===== config.mk =====
export PLATFORM = sky130hd
export DESIGN_NAME = hds_sqrt_pipe
export DESIGN_NICKNAME = d
export VERILOG_FILES = /design/src/rtl/hds_sqrt_pipe.sv
export SDC_FILE = /design/constraint.sdc
export NUM_CORES = 2
export LEC_CHECK = 0
export BUFFER_PORTS_ARGS = -buffer_cell sky130_fd_sc_hd__buf_4
export CAP_MARGIN = 40
export CORE_MARGIN = 2
export CORE_UTILIZATION = 45
export CTS_CLUSTER_SIZE = 10
export DETAILED_ROUTE_END_ITERATION = 12
export GPL_TIMING_DRIVEN = 0
export SYNTH_ARGS = -nofsm -noshare
export SYNTH_HDL_FRONTEND = slang
export SYNTH_MEMORY_MAX_BITS = 65536
export SYNTH_SLANG_ARGS = --single-unit

===== constraint.sdc =====
create_clock -name clk_i -period 4.75 [get_ports clk_i]
set_clock_uncertainty 0.1 [all_clocks]
set_input_delay 0.95 -clock clk_i [delete_from_list [all_inputs] [get_ports clk_i]]
set_output_delay 0.95 -clock clk_i [all_outputs]
set_load 0.05 [all_outputs]

===== src/rtl/hds_sqrt_pipe.sv =====
// Pipelined integer square root, one result bit per stage.
// No package dependency; widths come from parameters.
`timescale 1ns / 1ps
`default_nettype none

module hds_sqrt_pipe #(
  parameter  int IN_W   = 68,
  parameter  int SIDE_W = 1,
  localparam int ROOT_W = IN_W / 2
) (
  input  wire logic              clk_i,
  input  wire logic              rst_ni,
  input  wire logic              en_i,
  input  wire logic              valid_i,
  input  wire logic [IN_W-1:0]   rad_i,
  input  wire logic [SIDE_W-1:0] side_i,
  output logic                   valid_o,
  output logic [ROOT_W-1:0]      root_o,
  output logic [SIDE_W-1:0]      side_o
);

  localparam int RW = ROOT_W + 2;

  logic [IN_W-1:0]   rad_q  [ROOT_W+1];
  logic [IN_W-1:0]   rad_d  [ROOT_W+1];
  logic [RW-1:0]     rem_q  [ROOT_W+1];
  logic [RW-1:0]     rem_d  [ROOT_W+1];
  logic [ROOT_W-1:0] root_q [ROOT_W+1];
  logic [ROOT_W-1:0] root_d [ROOT_W+1];
  logic [SIDE_W-1:0] side_q [ROOT_W+1];
  logic [ROOT_W:0]   valid_q;

  always_comb begin
    logic [RW+1:0] rem_t;
    logic [RW+1:0] trial;
    logic [RW+1:0] sub;
    logic          ge;
    rad_d[0]  = rad_i;
    rem_d[0]  = '0;
    root_d[0] = '0;
    for (int s = 0; s < ROOT_W; s++) begin
      // bring down two radicand bits, try root*4+1
      rem_t = {rem_q[s], rad_q[s][IN_W-1 -: 2]};
      trial = {2'b00, root_q[s], 2'b01};
      sub   = rem_t - trial;
      ge    = (rem_t >= trial);
      rem_d[s+1]  = ge ? sub[RW-1:0] : rem_t[RW-1:0];
      root_d[s+1] = {root_q[s][ROOT_W-2:0], ge};
      rad_d[s+1]  = rad_q[s] << 2;
    end
  end

  always_ff @(posedge clk_i or negedge rst_ni) begin
    if (!rst_ni) begin
      valid_q <= '0;
    end else if (en_i) begin
      valid_q <= {valid_q[ROOT_W-1:0], valid_i};
    end
  end

  always_ff @(posedge clk_i) begin
    if (en_i) begin
      side_q[0] <= side_i;
      for (int s = 0; s <= ROOT_W; s++) begin
        rad_q[s]  <= rad_d[s];
        rem_q[s]  <= rem_d[s];
        root_q[s] <= root_d[s];
      end
      for (int s = 1; s <= ROOT_W; s++) begin
        side_q[s] <= side_q[s-1];
      end
    end
  end

  assign valid_o = valid_q[ROOT_W];
  assign root_o  = root_q[ROOT_W];
  assign side_o  = side_q[ROOT_W];

endmodule

`default_nettype wire


==> flow_metrics.py <==
metrics = {
    "layout": {
        "utilization_pct": 50.8,
        "final_cells": 15119,
        "finalNetCount": 11709,
        "area.growth.synth_to_final_pct": 12.2,
        "fin_area_um2": 154000,
        "drive_above_1_share_pct": 6.83,
    },
    "timing": {
        "period_share_pct": 96.1,
        "timing.hold.ws_ns": 0.0856,
        "slew_headroom_pct": 24.8,
        "drv_slew": 0,
        "layout_setup_ws_ns": 0.187,
        "setup_tns_ns": 0,
        "hold_violations": 0,
        "worst_pin_slew_ns": 1.13,
        "min_period_ns": 4.56,
        "finalSetupViolCount": 0,
        "max_freq_mhz": 219,
    },
    "setup_path": {
        "path_class": "reg -> reg",
        "worstSetupStartpointType": "register",
        "crit_arrival_ns": 5.05,
        "cp-end-kind": "register",
        "crit-reg2reg-launch": "rem_q[26][0]$_DFFE_PP_",
        "cp.required_ns": 5.24,
        "crit_path_start": "rem_q[26][0]$_DFFE_PP_",
        "crit_path_max_fanout": 10,
    },
    "grt": {
        "grt_pass1_vias": 80103,
        "grt_overflow": 0,
        "antenna_found_initial": 10,
        "grt_pass1_wl_um": 455000,
        "grtUsageTotal_pct": 18.6,
        "grt_max_degree": 200,
    },
    "logic_synthesis": {
        "synth_top_area_share_pct": 64.7,
        "synth.largest_area_cell": "edfxtp_1",
        "synth_edf_count": 2955,
        "syn_nets": 11187,
        "synthArstFlopShare_pct": 1.17,
        "synth_area_um2": 137000,
        "ys.flop_type": "edfxtp_1",
        "syn_avg_cell_area_um2": 13.1,
        "synth_seq_area_share_pct": 65.4,
        "ys_types": 90,
        "ys_warn_count": 0,
        "synthTopCellsByArea": "edfxtp_1 65%, ha_1 5.8%, xnor2_1 3.1%",
        "syn_inst": 10482,
        "synth-seq-cells": 2990,
    },
    "routing": {
        "routed.top_layer": "met4",
        "vias": 82214,
        "dr_wl_met2_um": 133000,
        "drt_pass1_iterations": 6,
        "ant_nets": 0,
        "wl_per_cell_um": 19.5,
        "viasPerCell": 5.44,
        "drcViolationCount": 0,
        "drt_wl_total_um": 295000,
        "wl_met1_um": 140000,
        "initialDrtViolationCount": 6976,
        "dr_wl_met3_um": 14200,
    },
    "clock_tree": {
        "htree_levels": 5,
        "worstSkewPairLatency_ns": 0.95,
        "cts_tree": "yes",
        "cts-root-buf": "clkbuf_16",
        "cts-buffers-inserted": 353,
        "clk_pin_slew_ns": 0.05,
        "clock_sinks": 2990,
        "clockBufferDepth": 4,
    },
    "die": {
        "initial_core_util_pct": 45.2,
        "fp.dieH_um": 556,
        "fp-row-count": 202,
        "pin_count": 109,
        "dieArea_um2": 309000,
        "core_area_um2": 303000,
        "dieWidth_um": 556,
    },
    "pwr": {
        "vdd_drop_max_mv": 0.325,
        "finalPower_mw": 74.1,
        "p_leak_nw": 58.0,
        "power.density_nw_per_um2": 481,
    },
    "outcome": {
        "outcome": "completed",
    },
    "placement": {
        "port_buffers": 108,
        "pre_cts_slack_ns": -1.74,
        "dpl_cell_area_um2": 143000,
        "place_congestion": 0.914,
        "place_inst": 14596,
        "dp_hpwl_um": 212000,
    },
    "job": {
        "drv_cap": 0,
    },
    "worst_hold_path": {
        "min-delay-start": "rad_i[62]",
        "min_path_type": "in -> reg",
    },
}
-- cells in the final DEF (no fill, tap or decap), types with 162 or more instances in the layout --
cell       count
edfxtp_1    2955
inv_1        812
nand2_1      717
nor2_1       677
ha_1         632
a21oi_1      627
o21ai_0      546
xnor2_1      491
xor2_1       468
clkbuf_16    361
nor3_1       262
a21o_1       218
clkbuf_1     214
nand3_1      162
-- power by group --
| part | internal, mW | switching (mW) |
|---|---|---|
| registers | 33.3 | 2.13 |
| clock network | 13.7 | 10.0 |
| logic | 6.12 | 8.75 |
-- state kept, by name (all words and copies together), names as in the netlist --
register	flops
valid_q	35
root_q	595
side_q	35
rad_q	1190
rem_q	1135
-- cell usage after synthesis (all sizes together) (176+ instances only) --
cell / count
nor2: 678
xnor2: 491
edfxtp: 2955
nand2: 717
a21oi: 630
xor2: 468
o21ai: 552
clkbuf: 176
ha: 632
a21o: 218
nor3: 263
inv: 815
-- area by class of cell --
class | instances | area [µm²]
Antenna cell | 5 | 12.5
Buffer | 192 | 758
Clock buffer | 419 | 9230
Clock inverter | 68 | 657
Fill cell | 25746 | 149000
Inverter | 815 | 3060
Multi-Input combinational cell | 6483 | 43800
Sequential cell | 2990 | 89600
Tap cell | 3978 | 4980
Timing Repair Buffer | 169 | 1760
-- kinds of logic after synthesis --
family,Yosys count,synth area share [%]
buffers and inverters,1009,2.77
xor gates and xnor gates,959,6.13
DFF,2990,65.4
muxes,124,0.999
adders and majority gates,632,5.77
other,1,0.00273
AOI/OAI and AO/OA,2044,9.23
and+or+nand+nor,2723,9.75
-- critical path, stage by stage, from the launching register on --
cell and delay [ns]:
edfxtp_1 0.42, ha_1 0.40, nor2b_1 0.18, o21a_1 0.17
o21ai_0 0.23, a21oi_1 0.16, o221ai_1 0.43, a2111oi_0 0.28
buf_1 0.19, o31ai_1 0.35, nor2b_2 0.37, clkbuf_2 0.39
buf_2 0.37, o21ai_0 0.21
-- timing repair --
item                                    4_1_cts  5_1_grt
endpoints found under the hold margin        60        0
pin swaps                                     0        1
resized for setup                            15       36
hold buffers                                 26        0
endpoints found under the setup margin      287      453
gates cloned                                  3        2
buffers inserted                              0        1
-- per-layer routing --
layer / track usage (%) / vias up
met2: 28.8 / 1928
met3: 2.40 / 478
li1: - / 39735
met4: 5.63 / 0
met1: 27.2 / 40073
met5: 0 / -
-- final timing paths --
check	endpoint	slack, ns	cells past startpoint
worst min-delay path	rad_q[0][62]$_DFFE_PP_	0.09	1
min in group asynchronous	valid_q[5]$_DFFE_PN0P_	0.44	2
worst max register to register	rem_q[27][24]$_DFFE_PP_	0.19	13
max in group asynchronous	valid_q[19]$_DFFE_PN0P_	3.79	2
worst max-delay path	rem_q[27][24]$_DFFE_PP_	0.19	13
worst min register to register	rad_q[19][43]$_DFFE_PP_	0.29	0
Note: power is estimated with default switching activity, not from simulation.
